<file path="src/rtl/imu_window_median_tilt_defines.svh">
// Assertion macros shared by the window median filter.
`ifndef IMU_WINDOW_MEDIAN_TILT_DEFINES_SVH
`define IMU_WINDOW_MEDIAN_TILT_DEFINES_SVH
// Assert that an antecedent implies a consequent in the next cycle.
`define IWM_ASSERT_NEXT(label, clk, rst, ante, cons, msg) \
   label: assert property (@(posedge clk) disable iff (rst) (ante) |=> (cons)) \
      else $error(msg);
// Assert that an expression holds at every edge out of reset.
`define IWM_ASSERT_ALWAYS(label, clk, rst, expr, msg) \
   label: assert property (@(posedge clk) disable iff (rst) (expr)) else $error(msg);
`endif

</file>
<file path="src/rtl/iwm_pkg.sv">
// Package with types, constants and the sequencer states of the median filter.
package iwm_pkg;
   localparam int WINDOW_DEFAULT = 30;
   localparam int FIELD_W = 16;
   localparam int SAMPLE_W = 6 * FIELD_W;
   localparam int KEY_W = 19;
   localparam int CSR_IDX_W = 2;
   localparam int CSR_DATA_W = 16;
   localparam logic [CSR_IDX_W-1:0] CSR_TILT_XY_LIMIT = 2'd0;
   localparam logic [CSR_IDX_W-1:0] CSR_TILT_Z_FLOOR = 2'd1;
   localparam logic [CSR_IDX_W-1:0] CSR_TURN_THRESHOLD = 2'd2;
   localparam logic [14:0] TILT_XY_LIMIT_RESET = 15'd15000;
   localparam logic signed [15:0] TILT_Z_FLOOR_RESET = 16'sd1000;
   localparam logic [14:0] TURN_THRESHOLD_RESET = 15'd2000;

   typedef enum logic [2:0] {
      ST_IDLE,
      ST_OUTER,
      ST_INNER,
      ST_FETCH,
      ST_RESULT
   } state_type;

   typedef struct packed {
      logic signed [FIELD_W-1:0] accel_x;
      logic signed [FIELD_W-1:0] accel_y;
      logic signed [FIELD_W-1:0] accel_z;
      logic signed [FIELD_W-1:0] gyro_x;
      logic signed [FIELD_W-1:0] gyro_y;
      logic signed [FIELD_W-1:0] gyro_z;
   } sample_type;

   typedef struct packed {
      logic        ready_res;
      logic signed [FIELD_W-1:0] med_accel_x;
      logic signed [FIELD_W-1:0] med_accel_y;
      logic signed [FIELD_W-1:0] med_accel_z;
      logic signed [FIELD_W-1:0] med_gyro_x;
      logic signed [FIELD_W-1:0] med_gyro_y;
      logic signed [FIELD_W-1:0] med_gyro_z;
      logic        tilt;
      logic        turning;
   } result_type;

   // Full-width key: exact sum of the six signed fields.
   function automatic logic signed [KEY_W-1:0] key_of(input sample_type s);
      key_of = KEY_W'(s.accel_x) + KEY_W'(s.accel_y) + KEY_W'(s.accel_z)
             + KEY_W'(s.gyro_x) + KEY_W'(s.gyro_y) + KEY_W'(s.gyro_z);
   endfunction
endpackage

</file>
<file path="src/rtl/iwm_flags.sv">
// Tilt and turning decision for the selected median sample.
module iwm_flags (
   input  iwm_pkg::sample_type       sample,
   input  logic [14:0]               tilt_xy_limit,
   input  logic signed [15:0]        tilt_z_floor,
   input  logic [14:0]               turn_threshold,
   output logic                      tilt,
   output logic                      turning
);
   logic signed [16:0] lim;
   logic signed [16:0] neg_lim;
   logic signed [16:0] ax;
   logic signed [16:0] ay;
   logic signed [16:0] gz;
   logic [16:0]        gz_mag;

   // Compare in 17 bits so the negated limit and |-32768| stay exact.
   always_comb begin
      lim = signed'({2'b00, tilt_xy_limit});
      neg_lim = -lim;
      ax = 17'(sample.accel_x);
      ay = 17'(sample.accel_y);
      gz = 17'(sample.gyro_z);
      gz_mag = gz[16] ? 17'(-gz) : 17'(gz);
      tilt = (ax < neg_lim) || (ax > lim) || (ay < neg_lim) || (ay > lim)
          || (sample.accel_z < tilt_z_floor);
      turning = gz_mag >= {2'b00, turn_threshold};
   end
endmodule

</file>
<file path="config.mk">
export PLATFORM = sky130hd
export DESIGN_NAME = iwm_flags
export DESIGN_NICKNAME = d
export VERILOG_FILES = /design/src/rtl/imu_window_median_tilt_defines.svh /design/src/rtl/iwm_pkg.sv /design/src/rtl/iwm_flags.sv
export SDC_FILE = /design/constraint.sdc
export NUM_CORES = 1
export LEC_CHECK = 0
export BUFFER_PORTS_ARGS = -buffer_cell sky130_fd_sc_hd__buf_2
export CAP_MARGIN = 40
export CELL_PAD_IN_SITES_DETAIL_PLACEMENT = 1
export CELL_PAD_IN_SITES_GLOBAL_PLACEMENT = 1
export CORE_MARGIN = 10
export CORE_UTILIZATION = 33
export DETAILED_ROUTE_END_ITERATION = 16
export GPL_TIMING_DRIVEN = 0
export PLACE_DENSITY_LB_ADDON = 0.1
export SYNTH_ARGS = -nofsm -noshare
export SYNTH_HDL_FRONTEND = slang
export SYNTH_SLANG_ARGS = --single-unit
</file>
<file path="constraint.sdc">
create_clock -name vclk -period 4.7
set_input_delay 0.94 -clock vclk [all_inputs]
set_output_delay 0.94 -clock vclk [all_outputs]
set_load 0.02 [all_outputs]
</file>
==> metrics.yaml <==
syn_to_final_growth_pct: 32.31
fin_cells: 580
layout-drive-gt1-share: 0.3011
drt_iter0_drc: 61
avgSynthCellArea_um2: 7.637
postRouteAntennaNets: 0
routed_wl_um: 9183
fillers: 1065
grt_usage: 0.1393
synth_area_leaders: "ha_1 (41%), inv_1 (7.8%), xnor2_1 (7.7%)"
max_freq_ghz: 0.2191
slowest_delay_ns: 0.58
multi_input_area_um2: 2651
grt_setup_unrepaired: "false"
critPathTopFamily: "simple AND/OR/NAND/NOR gates"
hpwlAfterDp_um: 8578
core_area_um2: 8134
drt_first_pass_iters: 4
routabilityCongestion: 0.8040
wl_per_cell_um: 15.83
required_ns: 3.76
crit_buf_inv: 2
synth_nets: 590
drc: 0
antenna_cells: 0
avgViaCountPerCell: 5.212
yosysSeqAreaShare: 0
synth.top_cells.by_count: "ha_1 (90), inv_1 (57), xnor2_1 (24)"
worstHoldStart: "sample[75]"
grt-ovfl-total: 0
setup_viol: 0
outcome: "completed"
antenna_found_initial: 0
cap_violations: 0
tightestPinTransition_ns: 0.5007
hold_viol: 0
vias: 3023
slew_headroom: 0.6638
yosysWarnings: 0
post-route-min-period_ns: 4.564
synthCells: 358
io_buffers: 112
die_y_um: 111.0
dieArea_um2: 12330
nClkBuffers: 0
min_to: "tilt"
ir_drop_v: 0.00003530
first_global_vias: 3331
regArea_um2: 0
yosysMostFrequentCell: "ha_1"
utilization: 0.4447
worstSetupPathType: "in -> out"
synthDominantCellAreaShare: 0.4119
period_share: 0.9711
n_sequential_cell: 0
slew_viol_final: 0
start_util: 0.3361
finalSetupTns_ns: 0
placedCellCount: 575
fin_nets: 709
worstPathCellList: "buf_6, or4_4, or3_4, xnor2_2, ha_1, nand2_1, a21oi_1, a211oi_1, o31ai_1, maj3_2, o2111ai_2, buf_6"
die_w_um: 111.0
synth_top_cell_by_area: "ha_1"
cp_max_fo: 5
hold_path.class: "in -> out"
cp.arrival_ns: 3.62
netlist-cell-type-count: 45
crit_path_frequent_cell: "buf_6"
p_leak_nw: 1.952
grt_pass1_wl_um: 15280
ios: 144
rows: 33
hold_depth: 4
grt_max_degree: 11
cpMaxStageDelayCell: "or4_4"
power_density_nw_per_um2: 85.82
startpoint_type: "input port"
crit_path_end_kind: "primary output"
syn_area_um2: 2734
## cell type report
cell class / count / share of cell area
Multi-Input combinational cell: 300 / 0.7330
Timing Repair Buffer: 117 / 0.1705
Inverter: 57 / 0.05915
Tap cell: 105 / 0.03632
Buffer: 1 / 0.001038
## kinds of logic (layout without fill, tap and decap cells)
logic type	Yosys count	in the layout	share of synthesized area
adders and majority gates	91	91	0.4156
buffers and inverters	58	175	0.07963
xor gates and xnor gates	27	27	0.09153
and+or+nand+nor	93	93	0.1959
AOI/OAI and AO/OA	89	89	0.2174
## through the flow
step	hold WS, ns	area (um2)	worst slack [ns]	power, W
after floorplan	2.237	2734	0.1770	0.0001805
after global placement	2.415	3426	-0.3893	0.0002866
after detailed placement	2.407	3426	-0.4354	0.0003003
after CTS	2.414	3530	0.003191	0.0003079
after global routing	2.406	3617	0.01249	0.0003594
final	2.374	3617	0.1357	0.0003104
## how the worst max path moves through the flow
stage	startpoint	end	cells past startpoint
finish	tilt_xy_limit[2]	tilt	12
detailed placement	tilt_xy_limit[1]	tilt	16
floorplan	tilt_xy_limit[0]	tilt	10
CTS	tilt_xy_limit[6]	tilt	14
global route	tilt_xy_limit[1]	tilt	14
global placement	tilt_xy_limit[1]	tilt	16
## cell usage in the layout (no fill, tap or decap), drive strengths merged, types with 7 or more instances in the layout
cell	count
a21oi	21
inv	57
ha	90
o21ai	19
nor2	14
nand2b	10
nand2	17
xnor2	24
nor3	11
a21o	9
nand4	10
nand3	7
buf	117
## routing by layer
| metal | up-vias | GRT usage | wire, um |
|---|---|---|---|
| met5 | - | 0 | 0 |
| met1 | 1402 | 0.1711 | 4225 |
| li1 | 1557 | - | - |
| met3 | 2 | 0.01732 | 338 |
| met2 | 62 | 0.2638 | 4611 |
| met4 | 0 | 0.002571 | 8 |
## report_power, final
group          switching, W  internal [W]  total, W
registers                 0             0         0
logic              0.000162      0.000149  0.000310
clock network             0             0         0
total              0.000162      0.000149  0.000310
## timing repair
| item | CTS | global route |
|---|---|---|
| endpoints found under the setup margin | 1 | 2 |
| hold buffers | 0 | 0 |
| pin swaps | 8 | 12 |
| resized for setup | 13 | 18 |
| buffers inserted | 3 | 2 |
(Power assumes the default switching activity.)
