`config.mk`:
```
export PLATFORM = sky130hd
export DESIGN_NAME = iwm_ram
export DESIGN_NICKNAME = d
export VERILOG_FILES = /design/src/rtl/imu_window_median_tilt_defines.svh /design/src/rtl/iwm_ram.sv
export SDC_FILE = /design/constraint.sdc
export NUM_CORES = 1
export LEC_CHECK = 0
export BUFFER_PORTS_ARGS = -buffer_cell sky130_fd_sc_hd__buf_2
export CAP_MARGIN = 15
export CORE_MARGIN = 2
export CORE_UTILIZATION = 35
export CTS_CLUSTER_SIZE = 30
export DETAILED_ROUTE_END_ITERATION = 7
export GPL_TIMING_DRIVEN = 0
export PLACE_DENSITY = 0.58
export SLEW_MARGIN = 15
export SYNTH_ARGS = -nofsm -noshare
export SYNTH_HDL_FRONTEND = slang
export SYNTH_SLANG_ARGS = --single-unit
```
`constraint.sdc`:
```
create_clock -name clock -period 4.3 [get_ports clock]
set_input_delay 0.215 -clock clock [delete_from_list [all_inputs] [get_ports clock]]
set_output_delay 0.215 -clock clock [all_outputs]
set_load 0.02 [all_outputs]
```
`src/rtl/imu_window_median_tilt_defines.svh`:
```
// Assertion macros shared by the window median filter.
`ifndef IMU_WINDOW_MEDIAN_TILT_DEFINES_SVH
`define IMU_WINDOW_MEDIAN_TILT_DEFINES_SVH
// Assert that an antecedent implies a consequent in the next cycle.
`define IWM_ASSERT_NEXT(label, clk, rst, ante, cons, msg) \
   label: assert property (@(posedge clk) disable iff (rst) (ante) |=> (cons)) \
      else $error(msg);
// Assert that an expression holds at every edge out of reset.
`define IWM_ASSERT_ALWAYS(label, clk, rst, expr, msg) \
   label: assert property (@(posedge clk) disable iff (rst) (expr)) else $error(msg);
`endif

```
`src/rtl/iwm_ram.sv`:
```
// Generic single-port-write RAM with one registered read port.
module iwm_ram #(
   parameter int WIDTH = 8,
   parameter int DEPTH = 16
) (
   input  logic                     clock,
   input  logic                     wr_en,
   input  logic [$clog2(DEPTH)-1:0] wr_addr,
   input  logic [WIDTH-1:0]         wr_data,
   input  logic [$clog2(DEPTH)-1:0] rd_addr,
   output logic [WIDTH-1:0]         rd_data
);
   logic [WIDTH-1:0] mem_ff [DEPTH];

   // Write port and registered read port.
   always_ff @(posedge clock) begin
      if (wr_en) begin
         mem_ff[wr_addr] <= wr_data;
      end
      rd_data <= mem_ff[rd_addr];
   end
endmodule

```
==> impl_metrics.csv, run 1 <==
group,metric,value,unit
cells_and_area,final_common_cell,"edfxtp_1",
cts,cts_setup_buffers,0,
synth,synth_seq_cells,136,
place,port_buffers,24,
global_route,overflow,0,
cells_and_area,num_antenna_cells,0,
synth,syn_inst,229,
critical_path,cp-startpoint,"mem_ff[1][3]",
global_route,antenna_found_initial,0,
critical_path,timing.rr.end,"rd_data[3]",
timing,hold_violations,0,
synth,yosys_warnings,0,
global_route,grt-busiest-layer,"met2",
floorplanning,io_pins,26,
critical_path,crit_fanout,1,
critical_path,rrSetupSlack,2.79,ns
timing,finClkSkew,0.00629,ns
cts,ctsResizeCount,0,
global_route,grtUsageMet2,0.205,
timing,finalCriticalPeriod,1.51,ns
global_route,grt_usage,0.139,
cells_and_area,layout.nets,290,
timing,rsz0062_at_grt,"false",
critical_path,rr_worst_depth,3,
timing,max_freq,662,MHz
floorplanning,initial_core_util,0.357,
route,first_pass_iters,4,
critical_path,critPathLaunchType,"flop",
synth,yosysSeqAreaShare,0.778,
route,drc,0,
critical_path,timing.rr.start,"mem_ff[1][3]",
power,seqPwrFrac,0.490,
critical_path,crit_family,"multiplexers",
critical_path,critPathKind,"reg2reg",
power,p_sw,0.601,mW
timing,slew_headroom,0.451,
route,vias,2366,
synth,synth.distinct_cells,19,
critical_path,path_cells,"mux4_1 -> a22oi_1 -> nand2_1",
timing,slew_viol_final,0,
min_path,min_path_type,"in2reg",
route,finalWirelength,10100,um
route,post_drt_via_cell_ratio,5.06,
run,maxCapViolations,0,
critical_path,cp_slowest_cell,"mux4_1",
timing,setup-tns-final,0,ns
route,drt_iter0_drc,179,
cts,cts.sinks,136,
cts,clock_path_buffers,2,
floorplanning,die_h,125,um
power,switching_share,0.198,
power,p_comb_frac,0.050,
cells_and_area,area_growth_syn_to_layout,18.2,%
synth,synth_area_per_cell,22.5,um2
outcome,status,"complete, no violations",
route,ant_nets,0,
route,wire_per_inst,21.5,um
critical_path,cp-endpoint,"rd_data[3]",
global_route,grt_pass1_vias,2401,
critical_path,critical_path_arrival,1.79,ns
power,p_per_area,499,mW/mm2
critical_path,path_depth,3,
cts,cts.hold.buffers_added,0,
critical_path,crit_path_max_incr_delay,0.56,ns
cts,clk_pin_slew,0.06,ns
cts,clk_latency,0.40,ns
global_route,grt_util_met3,0.0389,
floorplanning,die_x,125,um
floorplanning,dieArea,0.0157,mm2
timing,worst_hold_slack,0.214,ns
floorplanning,num_rows,44,
power,internal_power,2.44,mW
timing,final-setup-viol-count,0,
cts,cts_buffers,17,
power,leakage,2.01,nW
cts,ctsHtreeMaxLevel,4,
cells_and_area,final_cell_mix,"edfxtp_1 (128), buf_2 (27), mux4_2 (18)",
critical_path,cp-end-kind,"flop",
global_route,grt_use_met1,0.200,
synth,synth.net_count,247,
power,vdd_drop_max,252,uV
place,gp_congestion,0.741,
cells_and_area,drive_gt1_frac,0.285,
power,pwr-share-clk,0.459,
timing,tightestPinTransition,0.821,ns
global_route,grt_start_max_net_pins,17,
timing,fin_crit_sh,0.351,
cts,cts_root_buf,"clkbuf_16",
synth,netlist_area,0.00515,mm2
cts,cts_tree,"yes",
floorplanning,coreArea,0.0144,mm2
cells_and_area,fillCellCount,1263,
critical_path,crit_required,4.58,ns
place,dp.final_hpwl,6510,um
global_route,grt_pass1_wl,15300,um
critical_path,path_buf_inv,0,
-- metal layers --
metal / wire length [um] / share of wire
met5: 0 / 0
met2: 4860 / 0.48
met1: 4520 / 0.45
met4: 99 / 0.0098
met3: 597 / 0.059
-- cell families (layout without fill, tap and decap cells) --
group	Yosys count	after routing	share of synthesized area
DFF	136	136	0.778
muxes	32	32	0.150
buffers and inverters	10	65	0.0168
and+or+nand+nor	35	35	0.0318
AOI/OAI and AO/OA	16	16	0.0233
-- how the worst min path moves through the flow --
stage / from / to / slack (ns) / depth (start not counted)
final: wr_data[6] / mem_ff[7][6] / 0.21 / 1
after global routing: wr_data[6] / mem_ff[7][6] / 0.21 / 1
after CTS: wr_data[6] / mem_ff[6][6] / 0.20 / 1
after detailed placement: rd_data[0] / rd_data[0] / 0.63 / 1
after global placement: wr_data[6] / mem_ff[2][6] / 0.62 / 1
after floorplan: wr_data[0] / mem_ff[0][0] / 0.31 / 0
-- cells in the mapped netlist --
cell type | number | area share
a22oi_1 | 16 | 0.023
and2_1 | 1 | 0.0012
and2b_1 | 1 | 0.0015
buf_2 | 3 | 0.0029
buf_4 | 1 | 0.0015
buf_6 | 3 | 0.0066
clkdlybuf4s25_2 | 3 | 0.0058
dfxtp_1 | 8 | 0.031
edfxtp_1 | 128 | 0.75
mux4_1 | 14 | 0.071
mux4_2 | 18 | 0.079
nand2_1 | 9 | 0.0066
nand2b_1 | 2 | 0.0024
nand3_1 | 1 | 0.00097
nand3b_1 | 2 | 0.0029
nor2_1 | 13 | 0.0095
nor2b_1 | 1 | 0.0012
nor3_1 | 4 | 0.0039
or3b_2 | 1 | 0.0017
-- per-stage QoR --
step	utilization	cells	setup slack [ns]	power (mW)	cell area [um2]
after floorplan	-	229	2.59	1.60	5150
after global placement	0.381	437	1.98	1.67	5500
after detailed placement	0.383	437	2.38	1.67	5520
after CTS	0.422	468	2.81	3.06	6080
after global routing	0.422	468	2.71	3.15	6080
final	0.422	468	2.79	3.04	6080
-- registers in the layout (all words and copies together), names as in the netlist --
| signal | count |
|---|---|
| mem_ff | 128 |
| rd_data | 8 |
-- power by group through the flow --
stage | clock network (mW) | registers, mW | logic, mW
after global routing | 1.49 | 1.49 | 0.167
after global placement | 0 | 1.51 | 0.153
after CTS | 1.42 | 1.49 | 0.156
after detailed placement | 0 | 1.52 | 0.156
final | 1.40 | 1.49 | 0.153
after floorplan | 0 | 1.53 | 0.0752
-- layout make-up --
cell class | count | area [um2] | area share
Sequential cell | 136 | 4000 | 0.658
Multi-Input combinational cell | 83 | 1080 | 0.177
Clock buffer | 19 | 433 | 0.0711
Tap cell | 184 | 230 | 0.0378
Clock inverter | 12 | 134 | 0.0220
Timing Repair Buffer | 24 | 120 | 0.0197
Buffer | 10 | 86.3 | 0.0142
(Power assumes the default switching activity.)
==> inputs of run 2 (changes only) <==
- PLACE_DENSITY: 0.58 -> 0.6
- clock period: 4.3 -> 1.3 ns (I/O delays scaled with it)
==> run 2 against run 1 <==
The run now ends with setup timing left; total power increased to 3.4 times the previous value; count of clock-buffer cells in the layout decreased by 2; maximum frequency increased by 9.7%; largest cell class unchanged.
==> impl_metrics.csv, run 2 (synthesis gave the netlist of run 1 again) <==
group,metric,value,unit
outcome,status,"finished with violations",
outcome,violations,"setup timing",
timing,rsz0062_at_grt,"true",
global_route,antenna_found_initial,0,
cts,clk_latency,0.42,ns
route,ant_nets,0,
cells_and_area,num_antenna_cells,0,
cells_and_area,fillCellCount,1281,
timing,max_freq,726,MHz
route,top_layer,"met4",
cells_and_area,final_common_cell,"edfxtp_1",
power,seqPwrFrac,0.477,
run,maxCapViolations,0,
min_path,holdPathEnd,"mem_ff[2][6]",
min_path,hold_path_startpoint,"wr_data[6]",
cts,cts_root_buf,"clkbuf_16",
route,met3_length,591,um
floorplanning,die_x,125,um
place,place_area,0.00552,mm2
timing,hold_violations,0,
power,p_comb_frac,0.052,
timing,fin_crit_sh,1.06,
power,p_sw,2.18,mW
global_route,grt_pass1_wl,15500,um
cells_and_area,final_cell_mix,"edfxtp_1 (128), buf_2 (27), mux4_2 (27)",
critical_path,rr_worst_depth,3,
route,post_drt_via_cell_ratio,5.16,
cts,cts.sinks,136,
route,wl_met1,4600,um
global_route,grt_usage,0.137,
critical_path,critical_path_arrival,1.67,ns
cells_and_area,regArea,0.00400,mm2
global_route,grt_start_max_net_pins,17,
route,drc,0,
power,switching_share,0.212,
timing,slew_headroom,0.422,
cts,cts_setup_buffers,0,
timing,finalWorstSetupSlack,-0.0771,ns
place,port_buffers,24,
route,first_pass_iters,4,
cells_and_area,stdcell_area,0.00615,mm2
timing,final-setup-viol-count,5,
floorplanning,coreArea,0.0144,mm2
critical_path,crit_required,1.59,ns
cts,clk_pin_slew,0.06,ns
critical_path,timing.rr.start,"mem_ff[3][2]",
timing,finClkSkew,0.00718,ns
timing,worst_hold_slack,0.0554,ns
cts,clock_path_buffers,2,
power,pwr-share-clk,0.470,
power,internal_power,8.13,mW
cts,cts_tree,"yes",
min_path,min_path_type,"in2reg",
cells_and_area,multiInputGateArea,0.00111,mm2
global_route,grt_pass1_vias,2473,
cts,cts_buffers,17,
critical_path,crit_fanout,1,
critical_path,timing.rr.end,"rd_data[2]",
critical_path,critPathLaunchType,"flop",
route,vias,2415,
floorplanning,die_h,125,um
global_route,overflow,0,
critical_path,rrSetupSlack,-0.08,ns
timing,finalCriticalPeriod,1.38,ns
critical_path,critPathKind,"reg2reg",
timing,tightestPinTransition,0.864,ns
floorplanning,num_rows,44,
floorplanning,dieArea,0.0157,mm2
place,dp.final_hpwl,6310,um
cells_and_area,reg_top3,"mem_ff: 128 flops, rd_data: 8 flops",
cts,ctsHtreeMaxLevel,4,
cells_and_area,largest_reg_flops,128,
min_path,whs_path_depth,1,
timing,slew_viol_final,0,
route,wire_per_inst,21.8,um
route,wl_met2,4920,um
cells_and_area,layout.nets,290,
power,leakage,2.00,nW
cells_and_area,drive_gt1_frac,0.391,
floorplanning,initial_core_util,0.357,
critical_path,cp-end-kind,"flop",
power,p_per_area,1680,mW/mm2
power,vdd_drop_max,1130,uV
cells_and_area,area_growth_syn_to_layout,19.5,%
route,drt_iter0_drc,227,
place,gp_congestion,0.782,
cells_and_area,regMostFlops,"mem_ff",
floorplanning,io_pins,26,
route,finalWirelength,10200,um
==> run 2: worst max-delay path, cell delays in order (launching register included) <==
cell and delay (ns):
edfxtp_1 0.36, mux4_2 0.51, a22oi_2 0.29, nand2_1 0.10
==> run 2: per-layer routing <==
metal  global-route usage  up-vias
met3               0.0449       10
met2                0.212       75
met4               0.0353        0
li1                     -     1051
met5                    0        -
met1                0.190     1279
==> run 2: what timing repair did <==
item                                   4_1_cts  5_1_grt
hold buffers                                 0        0
setup endpoints to repair                   24       16
pin swaps                                    4        5
endpoints found under the hold margin        0        0
gates resized for setup                     19        5
==> run 2: layout make-up <==
cell class,instances,share of cell area
Buffer,10,0.0140
Clock buffer,17,0.0692
Clock inverter,14,0.0285
Multi-Input combinational cell,83,0.180
Sequential cell,136,0.651
Tap cell,184,0.0374
Timing Repair Buffer,24,0.0195
==> run 2: worst max-delay path by stage <==
stage	start	endpoint	slack (ns)
floorplan	wr_addr[2]	mem_ff[3][0]	-0.03
detailed placement	wr_addr[2]	mem_ff[2][0]	-0.45
finish	mem_ff[3][2]	rd_data[2]	-0.08
CTS	mem_ff[2][2]	rd_data[2]	-0.06
global route	mem_ff[3][2]	rd_data[2]	-0.11
global placement	wr_addr[2]	mem_ff[8][1]	-0.58
==> run 2: per-stage QoR <==
step / instances / total power, mW / utilization / setup slack (ns) / TNS, ns
after floorplan: 229 / 5.30 / - / -0.0311 / -0.863
after global placement: 437 / 5.51 / 0.382 / -0.579 / -40.54
after detailed placement: 437 / 5.53 / 0.383 / -0.453 / -32.35
after CTS: 468 / 10.4 / 0.425 / -0.0625 / -0.244
after global routing: 468 / 10.6 / 0.426 / -0.107 / -0.391
final: 468 / 10.3 / 0.426 / -0.0771 / -0.157
==> run 2: power groups by stage <==
stage	Clock [mW]	Combinational, mW	Sequential, mW
6_report	4.85	0.538	4.93
5_1_grt	5.13	0.577	4.93
4_1_cts	4.90	0.539	4.93
3_5_place_dp	0	0.512	5.02
3_3_place_gp	0	0.502	5.01
2_1_floorplan	0	0.249	5.05
==> inputs of run 3 (changes only) <==
- CORE_MARGIN: 2 -> unset
- GPL_TIMING_DRIVEN: 0 -> unset
- TNS_END_PERCENT: unset -> 100
==> run 3 against run 2 <==
The flow now finishes without violations; register-to-register slack gained 0.09 ns; clock skew shrank 0.00052 ns; worst setup slack gained 0.093 ns; via count grew 0.79%; non-clock buffer count grew 20; count of clock-buffer cells in the layout grew 7; maximum frequency grew 7.3%; sequential share of layout area shrank 1.4 points; critical endpoint is now rd_data[0]; highest routed layer unchanged.
==> impl_metrics.csv, run 3 (synthesis gave the netlist of run 1 again) <==
group,metric,value,unit
timing,max_freq,779,MHz
cells_and_area,layout.nets,310,
place,dpl.cell_count,453,
outcome,status,"complete, no violations",
cts,clk_pin_slew,0.06,ns
cts,ctsHtreeMaxLevel,4,
cells_and_area,drive_gt1_frac,0.393,
critical_path,cp-startpoint,"mem_ff[5][0]",
cts,cts.sinks,136,
floorplanning,die_h,123,um
timing,tightestPinTransition,0.938,ns
route,drt_iter0_drc,140,
timing,finalWorstSetupSlack,0.0162,ns
cts,cts.hold.buffers_added,0,
timing,final-setup-viol-count,0,
cells_and_area,area_growth_syn_to_layout,22.1,%
global_route,antenna_found_initial,1,
critical_path,critical_path_arrival,1.57,ns
critical_path,crit_fanout,1,
cells_and_area,multiInputGateArea,0.00105,mm2
critical_path,crit_required,1.59,ns
place,port_buffers,25,
power,finalPower,10.4,mW
cts,cts_root_buf,"clkbuf_16",
min_path,min_path_type,"in2reg",
global_route,grt_pass1_vias,2595,
cells_and_area,largest_reg_flops,128,
global_route,grt_usage,0.156,
cells_and_area,fillCellCount,1227,
place,gp_congestion,0.724,
critical_path,timing.rr.start,"mem_ff[5][0]",
cells_and_area,reg_top3,"mem_ff: 128 flops, rd_data: 8 flops",
floorplanning,coreArea,0.0141,mm2
power,vdd_drop_max,1160,uV
route,drc,0,
critical_path,rrSetupSlack,0.02,ns
floorplanning,initial_core_util,0.365,
route,wire_per_inst,21.3,um
timing,fin_crit_sh,0.988,
floorplanning,num_rows,43,
timing,finClkSkew,0.00666,ns
cells_and_area,final_common_cell,"edfxtp_1",
timing,rsz0062_at_grt,"true",
timing,hold_violations,0,
global_route,grt_start_max_net_pins,25,
route,ant_nets,0,
critical_path,cp-endpoint,"rd_data[0]",
timing,finalCriticalPeriod,1.28,ns
timing,slew_viol_final,0,
cells_and_area,final_cell_mix,"edfxtp_1 (128), mux4_2 (28), buf_4 (26)",
floorplanning,io_pins,26,
critical_path,timing.rr.end,"rd_data[0]",
route,finalWirelength,10400,um
cts,cts_tree,"yes",
power,p_per_area,1650,mW/mm2
route,vias,2434,
timing,slew_headroom,0.373,
place,dpl_worst_slack,-0.206,ns
cells_and_area,regArea,0.00400,mm2
cts,clk_latency,0.42,ns
critical_path,rr_worst_depth,3,
run,maxCapViolations,0,
route,post_drt_via_cell_ratio,5.01,
floorplanning,dieArea,0.0152,mm2
cells_and_area,regMostFlops,"mem_ff",
cts,clock_path_buffers,2,
critical_path,cp-end-kind,"flop",
global_route,grt_pass1_wl,15800,um
critical_path,critPathKind,"reg2reg",
critical_path,critPathLaunchType,"flop",
cells_and_area,stdcell_area,0.00629,mm2
place,dp.final_hpwl,6780,um
cts,cts_buffers,17,
cts,cts_setup_buffers,0,
floorplanning,die_x,123,um
cells_and_area,stdcell_count,486,
route,first_pass_iters,5,
place,place_area,0.00567,mm2
power,leakage,2.13,nW
global_route,overflow,0,
timing,worst_hold_slack,0.0238,ns
==> run 3: cell types whose count changed in the layout (fill, tap and decap cells not counted), moves of 3 or more <==
cell,delta
inv_6,-3
buf_4,+25
clkinv_4,-3
clkdlybuf4s25_2,-3
clkbuf_8,+5
nor2_2,-3
buf_12,+3
a22oi_2,-4
nor3_1,+3
nor2_1,+3
a22oi_1,+4
buf_6,-3
==> run 3: how the worst min path moves through the flow <==
| stage | end | slack [ns] | depth (start not counted) | from |
|---|---|---|---|---|
| finish | mem_ff[0][5] | 0.02 | 1 | wr_data[5] |
| global route | mem_ff[5][5] | 0.02 | 1 | wr_data[5] |
| CTS | mem_ff[4][5] | 0.004 | 1 | wr_data[5] |
| detailed placement | mem_ff[15][5] | 0.46 | 1 | wr_data[5] |
| global placement | mem_ff[12][5] | 0.45 | 1 | wr_data[5] |
| floorplan | mem_ff[0][0] | 0.16 | 0 | wr_data[0] |
==> run 3: worst max-delay path: stages, from the launching register on <==
cell and delay (ns):
edfxtp_1 0.35, mux4_1 0.53, a22oi_2 0.17, nand2_1 0.11
==> run 3: final cells by class <==
type,count,area share
diodes,1,0.000398
clock buffers,24,0.0798
clock inverters,8,0.0187
multi-input cells,83,0.168
flip-flops and latches,136,0.637
well taps,180,0.0358
repair buffers,54,0.0605
==> run 3: power breakdown <==
part / total, mW / leakage (nW) / switching, mW / internal (mW)
combinational: 0.531 / 0.596 / 0.303 / 0.228
sequential: 4.94 / 1.22 / 0.0314 / 4.91
clock: 4.92 / 0.306 / 1.67 / 3.25
total: 10.4 / 2.13 / 2.00 / 8.39
==> run 3: through the flow <==
| stage | TNS [ns] | util |
|---|---|---|
| 2_1_floorplan | -0.863 | - |
| 3_3_place_gp | -1.90 | 0.402 |
| 3_5_place_dp | -2.45 | 0.402 |
| 4_1_cts | -0.0505 | 0.447 |
| 5_1_grt | -0.187 | 0.446 |
| 6_report | 0 | 0.446 |
==> run 3: layer usage <==
metal	wire, um	GRT usage	up-vias	share of wire
met1	4570	0.208	1249	0.44
met4	146	0.0542	0	0.014
met3	847	0.0655	14	0.082
met5	0	0	-	0
li1	-	-	1094	-
met2	4810	0.230	77	0.46
==> run 3: timing repair <==
| item | CTS | global route |
|---|---|---|
| pin swaps | 4 | 6 |
| endpoints found under the setup margin | 5 | 6 |
| endpoints found under the hold margin | 0 | 0 |
| gates resized for setup | 9 | 7 |
